File: src/design/scc_pkg.sv
// Package for the strip cluster centroid block.
// Holds field widths, register indexes and the controller/datapath interface types.
// Depends on nothing; every other file in the design imports it.
package scc_pkg;

    localparam int MAX_CLUSTER_HITS  = 32;
    localparam int STRIP_BITS        = 9;
    localparam int ADC_BITS          = 10;
    localparam int PLANES_PER_SECTOR = 16;

    localparam int DET_W     = 6;
    localparam int AMP_W     = 15;
    localparam int WTOT_W    = 24;
    localparam int CENT_W    = 17;
    localparam int FRAC_W    = 8;
    localparam int ERR_W     = 16;
    localparam int HIT_CNT_W = $clog2(MAX_CLUSTER_HITS + 1);
    localparam int DIV_CNT_W = $clog2(CENT_W);
    localparam int SAT_SHIFT = CENT_W - FRAC_W;

    localparam int CFG_IDX_W  = 3;
    localparam int IN_TDATA_W  = 32;
    localparam int OUT_TDATA_W = 48;

    localparam logic [CFG_IDX_W-1:0] REG_ERR_SINGLE_DEF = 3'd0;
    localparam logic [CFG_IDX_W-1:0] REG_ERR_MULTI_DEF  = 3'd1;
    localparam logic [CFG_IDX_W-1:0] REG_ERR_SINGLE_S2  = 3'd2;
    localparam logic [CFG_IDX_W-1:0] REG_ERR_MULTI_S2   = 3'd3;
    localparam logic [CFG_IDX_W-1:0] REG_ERR_SINGLE_S3  = 3'd4;
    localparam logic [CFG_IDX_W-1:0] REG_ERR_MULTI_S3   = 3'd5;

    localparam logic [ERR_W-1:0] RST_ERR_SINGLE_DEF = 16'd18219;
    localparam logic [ERR_W-1:0] RST_ERR_MULTI_DEF  = 16'd5898;
    localparam logic [ERR_W-1:0] RST_ERR_SINGLE_S2  = 16'd18220;
    localparam logic [ERR_W-1:0] RST_ERR_MULTI_S2   = 16'd5902;
    localparam logic [ERR_W-1:0] RST_ERR_SINGLE_S3  = 16'd18224;
    localparam logic [ERR_W-1:0] RST_ERR_MULTI_S3   = 16'd5915;

    typedef struct packed {
        logic hit_take;
        logic cluster_end;
        logic div_step;
        logic out_load;
    } scc_cmd_t;

    typedef struct packed {
        logic out_free;
    } scc_sts_t;

endpackage

File: src/design/strip_cluster_centroid.sv
// Strip cluster centroid: center-of-gravity position of one strip cluster.
// Top level; depends on scc_pkg, scc_ctrl and scc_datapath.
//
// Hits enter on the s_ channel, one strip hit per transfer, with s_tlast set
// on the last hit of a cluster; hits are accepted in the accumulate state.
// On the last hit the sums go to a bit-serial restoring divider that yields
// one quotient bit per cycle, so the block is closed to input while it
// divides and until the result is loaded into the output register, which
// holds it and raises m_tvalid. While the receiver stalls, the next
// cluster's hits are still accepted and summed; the next result's hand-off
// waits for the register to drain, and input stays closed while it waits.
// The error registers are written through cfg_we, cfg_index and cfg_data;
// the user must write them only while the block is idle, as the block itself
// does not enforce it. Indexes 6 and 7 are ignored.
// Reset clears the sums, the output valid flag and the controller, and loads
// the error registers with their default values.
module strip_cluster_centroid
(
    input  logic                                clk,
    input  logic                                rst_n,
    input  logic                                cfg_we,
    input  logic [scc_pkg::CFG_IDX_W-1:0]       cfg_index,
    input  logic [scc_pkg::ERR_W-1:0]           cfg_data,
    input  logic                                s_tvalid,
    output logic                                s_tready,
    // strip_index[8:0], amplitude[18:9], detector_id[24:19], zero fill.
    input  logic [scc_pkg::IN_TDATA_W-1:0]      s_tdata,
    input  logic                                s_tlast,
    output logic                                m_tvalid,
    input  logic                                m_tready,
    // centroid[16:0], position_error[32:17], first_strip[41:33], zero fill.
    output logic [scc_pkg::OUT_TDATA_W-1:0]     m_tdata,
    // empty_cluster[0].
    output logic                                m_tuser
);
    import scc_pkg::*;

    localparam int OUT_USED_W = CENT_W + ERR_W + STRIP_BITS;

    scc_cmd_t              cmd;
    scc_sts_t              sts;
    logic [CENT_W-1:0]     centroid;
    logic [ERR_W-1:0]      position_error;
    logic [STRIP_BITS-1:0] first_strip;

    scc_ctrl u_ctrl
    (
        .clk      (clk),
        .rst_n    (rst_n),
        .s_tvalid (s_tvalid),
        .s_tlast  (s_tlast),
        .s_tready (s_tready),
        .sts      (sts),
        .cmd      (cmd)
    );

    scc_datapath u_datapath
    (
        .clk            (clk),
        .rst_n          (rst_n),
        .cfg_we         (cfg_we),
        .cfg_index      (cfg_index),
        .cfg_data       (cfg_data),
        .strip_index    (s_tdata[STRIP_BITS-1:0]),
        .amplitude      (s_tdata[STRIP_BITS +: ADC_BITS]),
        .detector_id    (s_tdata[STRIP_BITS + ADC_BITS +: DET_W]),
        .cmd            (cmd),
        .sts            (sts),
        .m_tready       (m_tready),
        .m_tvalid       (m_tvalid),
        .centroid       (centroid),
        .position_error (position_error),
        .empty_cluster  (m_tuser),
        .first_strip    (first_strip)
    );

    assign m_tdata = {{(OUT_TDATA_W - OUT_USED_W){1'b0}}, first_strip, position_error, centroid};

endmodule

File: src/design/scc_datapath.sv
// Datapath of the strip cluster centroid block: accumulators, error registers,
// a bit-serial restoring divider and the output register.
// Depends on scc_pkg; driven by commands from scc_ctrl.
module scc_datapath
(
    input  logic                                clk,
    input  logic                                rst_n,
    input  logic                                cfg_we,
    input  logic [scc_pkg::CFG_IDX_W-1:0]       cfg_index,
    input  logic [scc_pkg::ERR_W-1:0]           cfg_data,
    input  logic [scc_pkg::STRIP_BITS-1:0]      strip_index,
    input  logic [scc_pkg::ADC_BITS-1:0]        amplitude,
    input  logic [scc_pkg::DET_W-1:0]           detector_id,
    input  scc_pkg::scc_cmd_t                   cmd,
    output scc_pkg::scc_sts_t                   sts,
    input  logic                                m_tready,
    output logic                                m_tvalid,
    output logic [scc_pkg::CENT_W-1:0]          centroid,
    output logic [scc_pkg::ERR_W-1:0]           position_error,
    output logic                                empty_cluster,
    output logic [scc_pkg::STRIP_BITS-1:0]      first_strip
);
    import scc_pkg::*;

    localparam int PROD_W = STRIP_BITS + ADC_BITS;
    localparam int NUM_ERR = 6;

    logic [ERR_W-1:0]      err_reg [NUM_ERR];

    logic [AMP_W-1:0]      amp_total_reg;
    logic [WTOT_W-1:0]     wt_total_reg;
    logic [STRIP_BITS-1:0] start_reg;
    logic [STRIP_BITS-1:0] charged_reg;
    logic                  seen_reg;
    logic                  spread_reg;
    logic                  mid_reg;
    logic [HIT_CNT_W-1:0]  hit_cnt_reg;

    logic [AMP_W-1:0]      amp_total_next;
    logic [WTOT_W-1:0]     wt_total_next;
    logic [STRIP_BITS-1:0] start_next;
    logic [STRIP_BITS-1:0] charged_next;
    logic                  seen_next;
    logic                  spread_next;
    logic [HIT_CNT_W-1:0]  hit_cnt_next;

    logic [AMP_W:0]        amp_sum;
    logic [PROD_W-1:0]     product;
    logic [WTOT_W:0]       wt_sum;
    logic                  in_window;

    logic [AMP_W-1:0]      rem_reg;
    logic [CENT_W-1:0]     dq_reg;
    logic [AMP_W-1:0]      dsr_reg;
    logic                  sat_reg;
    logic                  empty_reg;
    logic [ERR_W-1:0]      sel_err_reg;
    logic [STRIP_BITS-1:0] first_reg;
    logic [AMP_W:0]        trial;
    logic [AMP_W:0]        trial_diff;

    logic [DET_W-1:0]      det_m1;
    logic [DET_W-1:0]      sec_idx;
    logic                  is_s2;
    logic                  is_s3;
    logic                  single_hit;
    logic [ERR_W-1:0]      err_sel;
    logic                  sat_now;

    logic                  out_valid_reg;
    logic [CENT_W-1:0]     out_cent_reg;
    logic [ERR_W-1:0]      out_err_reg;
    logic                  out_empty_reg;
    logic [STRIP_BITS-1:0] out_first_reg;

    // Configuration registers.
    always_ff @(posedge clk or negedge rst_n)
    begin
        if (!rst_n)
        begin
            err_reg[0] <= RST_ERR_SINGLE_DEF;
            err_reg[1] <= RST_ERR_MULTI_DEF;
            err_reg[2] <= RST_ERR_SINGLE_S2;
            err_reg[3] <= RST_ERR_MULTI_S2;
            err_reg[4] <= RST_ERR_SINGLE_S3;
            err_reg[5] <= RST_ERR_MULTI_S3;
        end
        else if (cfg_we)
        begin
            case (cfg_index)
                REG_ERR_SINGLE_DEF: err_reg[0] <= cfg_data;
                REG_ERR_MULTI_DEF:  err_reg[1] <= cfg_data;
                REG_ERR_SINGLE_S2:  err_reg[2] <= cfg_data;
                REG_ERR_MULTI_S2:   err_reg[3] <= cfg_data;
                REG_ERR_SINGLE_S3:  err_reg[4] <= cfg_data;
                REG_ERR_MULTI_S3:   err_reg[5] <= cfg_data;
                default: ;
            endcase
        end
    end

    // Accumulation of one hit; sums saturate at their width maximum.
    always_comb
    begin
        in_window     = hit_cnt_reg < HIT_CNT_W'(MAX_CLUSTER_HITS);
        start_next    = mid_reg ? start_reg : strip_index;
        amp_sum       = {1'b0, amp_total_reg} + (AMP_W + 1)'(amplitude);
        product       = PROD_W'(strip_index) * PROD_W'(amplitude);
        wt_sum        = {1'b0, wt_total_reg} + (WTOT_W + 1)'(product);
        amp_total_next = amp_total_reg;
        wt_total_next  = wt_total_reg;
        charged_next   = charged_reg;
        seen_next      = seen_reg;
        spread_next    = spread_reg;
        hit_cnt_next   = hit_cnt_reg;
        if (in_window)
        begin
            amp_total_next = amp_sum[AMP_W] ? {AMP_W{1'b1}} : amp_sum[AMP_W-1:0];
            wt_total_next  = wt_sum[WTOT_W] ? {WTOT_W{1'b1}} : wt_sum[WTOT_W-1:0];
            hit_cnt_next   = hit_cnt_reg + 1'b1;
            if (amplitude != '0)
            begin
                if (!seen_reg)
                begin
                    seen_next    = 1'b1;
                    charged_next = strip_index;
                end
                else if (strip_index != charged_reg)
                begin
                    spread_next = 1'b1;
                end
            end
        end
    end

    // Error register choice by sector and one-strip charge.
    always_comb
    begin
        det_m1     = detector_id - 1'b1;
        sec_idx    = (detector_id == '0) ? '0 : DET_W'(det_m1 / PLANES_PER_SECTOR);
        is_s2      = sec_idx == DET_W'(1);
        is_s3      = sec_idx == DET_W'(2);
        single_hit = seen_next && !spread_next;
        if (is_s2)
            err_sel = single_hit ? err_reg[2] : err_reg[3];
        else if (is_s3)
            err_sel = single_hit ? err_reg[4] : err_reg[5];
        else
            err_sel = single_hit ? err_reg[0] : err_reg[1];
        sat_now = {1'b0, wt_total_next} >= ((WTOT_W + 1)'(amp_total_next) << SAT_SHIFT);
    end

    always_ff @(posedge clk or negedge rst_n)
    begin
        if (!rst_n)
        begin
            amp_total_reg <= '0;
            wt_total_reg  <= '0;
            start_reg     <= '0;
            charged_reg   <= '0;
            seen_reg      <= 1'b0;
            spread_reg    <= 1'b0;
            mid_reg       <= 1'b0;
            hit_cnt_reg   <= '0;
        end
        else if (cmd.hit_take)
        begin
            if (cmd.cluster_end)
            begin
                amp_total_reg <= '0;
                wt_total_reg  <= '0;
                start_reg     <= '0;
                charged_reg   <= '0;
                seen_reg      <= 1'b0;
                spread_reg    <= 1'b0;
                mid_reg       <= 1'b0;
                hit_cnt_reg   <= '0;
            end
            else
            begin
                amp_total_reg <= amp_total_next;
                wt_total_reg  <= wt_total_next;
                start_reg     <= start_next;
                charged_reg   <= charged_next;
                seen_reg      <= seen_next;
                spread_reg    <= spread_next;
                mid_reg       <= 1'b1;
                hit_cnt_reg   <= hit_cnt_next;
            end
        end
    end

    // Restoring divider: one quotient bit per step of (weighted << 8) / amp.
    always_comb
    begin
        trial      = {rem_reg, dq_reg[CENT_W-1]};
        trial_diff = trial - {1'b0, dsr_reg};
    end

    always_ff @(posedge clk)
    begin
        if (cmd.hit_take && cmd.cluster_end)
        begin
            rem_reg     <= wt_total_next[WTOT_W-1:SAT_SHIFT];
            dq_reg      <= {wt_total_next[SAT_SHIFT-1:0], {FRAC_W{1'b0}}};
            dsr_reg     <= amp_total_next;
            sat_reg     <= sat_now;
            empty_reg   <= amp_total_next == '0;
            sel_err_reg <= err_sel;
            first_reg   <= start_next;
        end
        else if (cmd.div_step)
        begin
            if (trial >= {1'b0, dsr_reg})
            begin
                rem_reg <= trial_diff[AMP_W-1:0];
                dq_reg  <= {dq_reg[CENT_W-2:0], 1'b1};
            end
            else
            begin
                rem_reg <= trial[AMP_W-1:0];
                dq_reg  <= {dq_reg[CENT_W-2:0], 1'b0};
            end
        end
    end

    // Output register.
    always_ff @(posedge clk or negedge rst_n)
    begin
        if (!rst_n)
            out_valid_reg <= 1'b0;
        else if (cmd.out_load)
            out_valid_reg <= 1'b1;
        else if (m_tready)
            out_valid_reg <= 1'b0;
    end

    always_ff @(posedge clk)
    begin
        if (cmd.out_load)
        begin
            out_cent_reg  <= empty_reg ? '0 : (sat_reg ? {CENT_W{1'b1}} : dq_reg);
            out_err_reg   <= sel_err_reg;
            out_empty_reg <= empty_reg;
            out_first_reg <= first_reg;
        end
    end

    assign sts.out_free   = !out_valid_reg || m_tready;
    assign m_tvalid       = out_valid_reg;
    assign centroid       = out_cent_reg;
    assign position_error = out_err_reg;
    assign empty_cluster  = out_empty_reg;
    assign first_strip    = out_first_reg;

`ifndef SYNTHESIS
    a_load_free: assert property (@(posedge clk) disable iff (!rst_n)
        cmd.out_load |-> sts.out_free)
        else $error("Output register loaded while a result was still waiting.");
    a_hit_bound: assert property (@(posedge clk) disable iff (!rst_n)
        hit_cnt_reg <= HIT_CNT_W'(MAX_CLUSTER_HITS))
        else $error("Hit count ran past the cluster limit.");
    a_idle_clear: assert property (@(posedge clk) disable iff (!rst_n)
        !mid_reg |-> (amp_total_reg == '0 && wt_total_reg == '0 && !seen_reg))
        else $error("Sums not clear between clusters.");
    a_end_clears: assert property (@(posedge clk) disable iff (!rst_n)
        (cmd.hit_take && cmd.cluster_end) |=> !mid_reg)
        else $error("Cluster state not cleared after the last hit.");
`endif

endmodule

File: src/design/scc_ctrl.sv
// Controller of the strip cluster centroid block: accepts hits, sequences the
// divider and hands the result to the output register. Depends on scc_pkg.
module scc_ctrl
(
    input  logic              clk,
    input  logic              rst_n,
    input  logic              s_tvalid,
    input  logic              s_tlast,
    output logic              s_tready,
    input  scc_pkg::scc_sts_t sts,
    output scc_pkg::scc_cmd_t cmd
);
    import scc_pkg::*;

    typedef enum logic [2:0] {
        ST_ACC  = 3'b001,
        ST_DIV  = 3'b010,
        ST_WAIT = 3'b100
    } state_t;

    state_t                 state_reg;
    state_t                 state_next;
    logic [DIV_CNT_W-1:0]   cnt_reg;
    logic [DIV_CNT_W-1:0]   cnt_next;

    always_comb
    begin
        state_next      = state_reg;
        cnt_next        = cnt_reg;
        s_tready        = 1'b0;
        cmd.hit_take    = 1'b0;
        cmd.cluster_end = 1'b0;
        cmd.div_step    = 1'b0;
        cmd.out_load    = 1'b0;
        case (state_reg)
            ST_ACC:
            begin
                s_tready        = 1'b1;
                cmd.hit_take    = s_tvalid;
                cmd.cluster_end = s_tvalid && s_tlast;
                if (s_tvalid && s_tlast)
                begin
                    state_next = ST_DIV;
                    cnt_next   = '0;
                end
            end
            ST_DIV:
            begin
                cmd.div_step = 1'b1;
                cnt_next     = cnt_reg + 1'b1;
                if (cnt_reg == DIV_CNT_W'(CENT_W - 1))
                    state_next = ST_WAIT;
            end
            ST_WAIT:
            begin
                if (sts.out_free)
                begin
                    cmd.out_load = 1'b1;
                    state_next   = ST_ACC;
                end
            end
            default:
            begin
                state_next = ST_ACC;
            end
        endcase
    end

    always_ff @(posedge clk or negedge rst_n)
    begin
        if (!rst_n)
        begin
            state_reg <= ST_ACC;
            cnt_reg   <= '0;
        end
        else
        begin
            state_reg <= state_next;
            cnt_reg   <= cnt_next;
        end
    end

`ifndef SYNTHESIS
    a_onehot: assert property (@(posedge clk) disable iff (!rst_n)
        $onehot(state_reg))
        else $error("Controller state lost its one-hot code.");
    a_no_take_busy: assert property (@(posedge clk) disable iff (!rst_n)
        (cmd.div_step || cmd.out_load) |-> !cmd.hit_take)
        else $error("Hit taken while the divider or output hand-off was busy.");
    a_div_len: assert property (@(posedge clk) disable iff (!rst_n)
        cmd.cluster_end |=> (state_reg == ST_DIV && cnt_reg == '0))
        else $error("Division did not start after the last hit.");
`endif

endmodule
File: config.mk
export PLATFORM = sky130hd
export DESIGN_NAME = strip_cluster_centroid
export DESIGN_NICKNAME = d
export VERILOG_FILES = /design/src/design/scc_pkg.sv /design/src/design/strip_cluster_centroid.sv /design/src/design/scc_datapath.sv /design/src/design/scc_ctrl.sv
export SDC_FILE = /design/constraint.sdc
export NUM_CORES = 1
export LEC_CHECK = 0
export ABC_AREA = 1
export BUFFER_PORTS_ARGS = -buffer_cell sky130_fd_sc_hd__clkbuf_2
export CAP_MARGIN = 20
export CORE_AREA = 2 2 167 169
export CTS_BUF_LIST = sky130_fd_sc_hd__clkbuf_8
export DETAILED_ROUTE_END_ITERATION = 10
export DIE_AREA = 0 0 169 171
export HOLD_SLACK_MARGIN = 0.15
export PLACE_DENSITY_LB_ADDON = 0.2
export SLEW_MARGIN = 0
export SYNTH_ARGS = -nofsm -noshare
export SYNTH_HDL_FRONTEND = slang
export SYNTH_HIERARCHICAL = 1
export SYNTH_SLANG_ARGS = --single-unit
export TNS_END_PERCENT = 100
File: constraint.sdc
create_clock -name clk -period 8.9 [get_ports clk]
set_input_delay 1.78 -clock clk [delete_from_list [all_inputs] [get_ports clk]]
set_output_delay 1.78 -clock clk [all_outputs]
set_load 0.02 [all_outputs]
# [Word-level counts from Yosys, hierarchy flattened]
# Cells that the tools add are included.
[classes] add_sub_neg=6 n_mul=1 magnitude_cmp=3 n_eq_ne=16 muxes=49 reduce_logical=25
[ops] operator="15-bit two-way mux" count=6
[ops] operator="16-bit two-way mux" count=5
[ops] operator="24-bit two-way mux" count=3
[ops] operator="9-bit two-way mux" count=6
[ops] operator="17-bit two-way mux" count=3
[ops] operator="24-bit by 19-bit adder with 25-bit output" count=1
[ops] operator="24-bit greater-or-equal comparator" count=1
[ops] operator="9-bit by 10-bit multiplier with 19-bit output" count=1
[ops] operator="15-bit by 10-bit adder with 16-bit output" count=1
[ops] operator="16-bit by 15-bit greater-or-equal comparator with 1-bit output" count=1
[ops] operator="1-bit two-way mux" count=16
[ops] operator="2-bit AND reduction" count=8
[ops] operator="15-bit zero test" count=1
[ops] operator="15-bit subtractor" count=1
[ops] operator="6-bit two-way mux" count=2
[ops] operator="5-bit one-hot mux with 2 select lines" count=1
[ops] operator="10-bit nonzero test" count=1
[ops] operator="2-bit nonzero test" count=5
[ops] operator="3-bit by 2-bit equality test with 1-bit output, second input constant" count=3
[ops] operator="3-bit equality test, second input constant" count=3
[ops] operator="3-bit two-way mux" count=3
[ops] operator="9-bit != test" count=1
[ops] operator="3-bit one-hot mux with 3 select lines" count=1
[ops] operator="6-bit by 1-bit adder with 6-bit output, second input constant" count=1
[ops] operator="18 further kinds" count=25
[totals] reg_bits=288 out_inout_bits=51 wordCells=129

# [Longest topological paths before layout]
[logic_depth] ltp_word=10 ltp_mapped=34 mapped_depth_nobuf=33

# [Cells and area by module]
# The synthesis kept the hierarchy.
[by_module_without_submodules] module="scc_datapath" n_inst=1 cells_per_inst=2124 area_each_um2=17849.6
[by_module_without_submodules] module="scc_ctrl" n_inst=1 cells_per_inst=70 area_each_um2=516.7
[by_module_without_submodules] module="strip_cluster_centroid" n_inst=1 cells_per_inst=7 area_each_um2=48.8

# [Worst setup path before layout]
# Ideal clock, no wire load.
[synth_timing] kind="input to register" start="input s_tdata[2] in the netlist's numbering" end="register u_datapath.sat_reg, data pin" arrival_time_ns=7.218 setup_slack_ns=1.427 path_stages=32 n_path_buf=1 cell_sequence="clkbuf_1 > nand2_1 > fa_1 > inv_1 > fa_1 > inv_1 > fa_1 > inv_1 > fa_1 > inv_1 > fa_1 > inv_1 > ha_1 > nand2_1 > inv_1 > a21oi_1 > nand2_4 > nand2_4 > nand4_4 > a21oi_1 > o21ai_0 > nand2_1 > inv_1 > ha_1 > a21oi_1 > o21ai_0 > a21oi_1 > nor2_1 > nor2_1 > o21ai_0 > a21oi_1 > nand2_1"
[synth_between] elab_chain_cells=5
[synth_lines] item="from (decl)" line="strip_cluster_centroid.sv:27" text="input logic [scc_pkg::IN_TDATA_W-1:0] s_tdata,"
[synth_lines] item="9-bit by 10-bit multiplier with 19-bit output" line="scc_datapath.sv:108" text="product = PROD_W'(strip_index) * PROD_W'(amplitude);"
[synth_lines] item="24-bit by 19-bit adder with 25-bit output" line="scc_datapath.sv:109" text="wt_sum = {1'b0, wt_total_reg} + (WTOT_W + 1)'(product);"
[synth_lines] item="24-bit two-way mux" line="scc_datapath.sv:119" text="wt_total_next = wt_sum[WTOT_W] ? {WTOT_W{1'b1}} : wt_sum[WTOT_W-1:0];"
[synth_lines] item="24-bit two-way mux" line="scc_datapath.sv:116" text="if (in_window)"
[synth_lines] item="24-bit greater-or-equal comparator" line="scc_datapath.sv:150" text="sat_now = {1'b0, wt_total_next} >= ((WTOT_W + 1)'(amp_total_next) << SAT_SHIFT);"
[synth_lines] item="net u_datapath.sat_now" line="scc_datapath.sv:68" text="logic sat_now;"
[synth_lines] item="to (signal assigned)" line="scc_datapath.sv:207" text="sat_reg <= sat_now;"
[synth_lines] item="to (decl)" line="scc_datapath.sv:55" text="logic sat_reg;"
# The timed path passes the listed nets, and every way through them passes these cells.
# A chain may end at the register's enable or synchronous reset.

# [Worst setup path in the final report]
[layout_timing] start="input s_tdata[8] in the netlist's numbering" end="register u_datapath.sat_reg, data pin"
# Same word-level chain as after synthesis.

==> impl_metrics.ini <==
[detailed_routing]
antenna_left = 0
vias = 15500
wl_um = 46200
drc = 0
wl_per_cell_um = 17.4
via_per_inst = 5.83
drt_iter0_drc = 1556
dr.pass1.iters = 5

[sta]
finalCritPeriodShare_pct = 85.7
drv_slew = 0
fin_tns_setup_ns = 0
fin_crit_ns = 7.62
setup_violations = 0
worst_pin_slew_ns = 1.07
fmax_mhz = 131
setup_ws_ns = 1.28
fin_worst_skew_ns = 0.0158
rsz0062_at_grt = no
final_hold_viol_count = 0
timing.slew.headroom_pct = 28.7

[pwr]
power_density_nw_per_um2 = 366
max-vdd-ir-drop_uv = 267
leakage_nw = 10.3

[logic_synthesis]
synth-seq-cells = 288
synth_cell_type_count = 57
ys_seq_area_share_pct = 42.2
async_flop_share_pct = 59.4
syn_inst = 2201
synth_ff_type = dfrtp_1
synthTopCellsByCount = nand2_1, inv_1, o21ai_0, dfrtp_1, nand3_1
synth_edf_count = 109
syn_area_um2 = 18400
syn_avg_cell_area_um2 = 8.37
synthTopCellsByArea = edfxtp_1, dfrtp_1, nand2_1
yosysMostFrequentCell = nand2_1
yosysWarnings = 6
yosysTopAreaCell = edfxtp_1
synth_top_area_share_pct = 17.8

[place]
post-place-ws_ns = 0.792
io_buffers = 94
placed_cells = 2563
hpwl_um = 31900
gp_congestion = 0.907

[critical_path]
arrival_ns = 7.94
crit_path_frequent_cell = a21oi_1
required_ns = 9.21
worst-setup-path-type = in -> reg
worstSetupStartpointType = primary input
slowest_stage = fa_1
reg2reg_slack_ns = 4.59
crit_fanout = 12
critPathCaptureType = register
slowest_delay_ns = 0.55

[clocking]
cts_max_level = 2
cts_root_buffer = clkbuf_8
cts_resized = 0
postCtsSetupRepairBufs = 0
numCtsBuffers = 47
cts_hold_buf = 0
cts_tree = done
clk_pin_slew_worst_paths_ns = 0.06
clock_sinks = 288
clock_tree.buffer_depth = 3
insertion_delay_ns = 0.57

[cells_and_area]
fin_cells = 2655
drive_gt1_share_pct = 11.8
largest_register_ffs = 96
fin_nets = 2497
synthToLayoutAreaGrowth_pct = 9.09
diodes = 0

[grt]
grt_max_degree = 99
globalRoute.busiestLayer = met2
grt_overflow_total = 0
grt_use_met3_pct = 6.01
antenna_found_initial = 0
use_met1_pct = 44.0
met2_usage_pct = 52.2
grt_pass1_vias = 15000
grt_usage_pct = 32.6
grt_pass1_wl_um = 74700

[floorplan]
die_area_um2 = 28900
die_y_um = 171
start_util_pct = 67.4
ios = 108
die_w_um = 169
rows = 61
core_area_um2 = 27300

[flow_run]
max-cap-violations = 0

[outcome]
status = finished, final reports clean

[min_path]
hp-class = reg -> reg
placed cells by master (no fill, tap or decap), types with 74 or more instances in the layout:
cell      synthesis  routed
nand2_1         529     529
inv_1           395     414
o21ai_0         161     161
dfrtp_1         128     128
nand3_1         113     113
edfxtp_1        109     109
ha_1             96      96
clkbuf_2          1      93
a21oi_1          92      92
nor2_1           87      86
fa_1             74      74
critical path, delay by kind of cell:
family                     cells  cell delay [ns]
adders and majority gates      7             3.27
AOI/OAI and AO/OA             10             1.67
and+or+nand+nor                8             0.71
buffers and inverters          5             0.49
layout make-up:
cell class	count	area, um2
inverter	405	1520
clock buffer	54	743
sequential	288	7770
clock inverter	34	236
multi-input combinational	1416	8690
timing repair buffer	112	699
fill	2006	7230
tap	346	433
per-stage QoR:
| step | power (mW) | hold slack (ns) | utilization (%) | cell area (um2) |
|---|---|---|---|---|
| after CTS | 7.26 | 0.412 | 73.2 | 20000 |
| after global routing | 7.94 | 0.430 | 73.5 | 20100 |
| after global placement | 5.91 | 0.403 | 69.5 | 19000 |
| after detailed placement | 6.04 | 0.407 | 69.6 | 19000 |
| final | 7.35 | 0.414 | 73.5 | 20100 |
| after floorplan | 4.94 | 0.400 | - | 18400 |
where the power goes:
part           switching, mW  internal, mW
clock network          0.536         0.646
registers              0.175          1.76
logic                   2.79          1.44
kinds of logic after synthesis:
family	count (synthesis)	share of synthesized area, %
and+or+nand+nor	843	19.9
buffers and inverters	502	10.8
AOI/OAI and AO/OA	369	11.2
DFF	288	42.2
adders and majority gates	170	14.6
xor gates and xnor gates	28	1.33
other	1	0.0204
final timing paths:
path | from | end | cells after the start
max | s_tdata[8] | u_datapath/sat_reg$_DFFE_PP_ | 30
min | u_datapath/sel_err_reg[5]$_DFFE_PP_ | u_datapath/position_error[5]$_DFFE_PP_ | 0
min in group asynchronous | rst_n | u_datapath/wt_total_reg[20]$_DFFE_PN0P_ | 1
max reg2reg | u_datapath/wt_total_reg[6]$_DFFE_PN0P_ | u_datapath/sat_reg$_DFFE_PP_ | 23
max in group asynchronous | rst_n | u_datapath/err_reg[7]$_DFFE_PN0P_ | 2
min reg2reg | u_datapath/sel_err_reg[5]$_DFFE_PP_ | u_datapath/position_error[5]$_DFFE_PP_ | 0
layer usage:
layer  share of wire [%]  routed length (um)
met1                  41               19000
met5                   0                   0
met2                  47               21700
met4                 3.8                1770
met3                 8.2                3790
(Power assumes the default switching activity.)
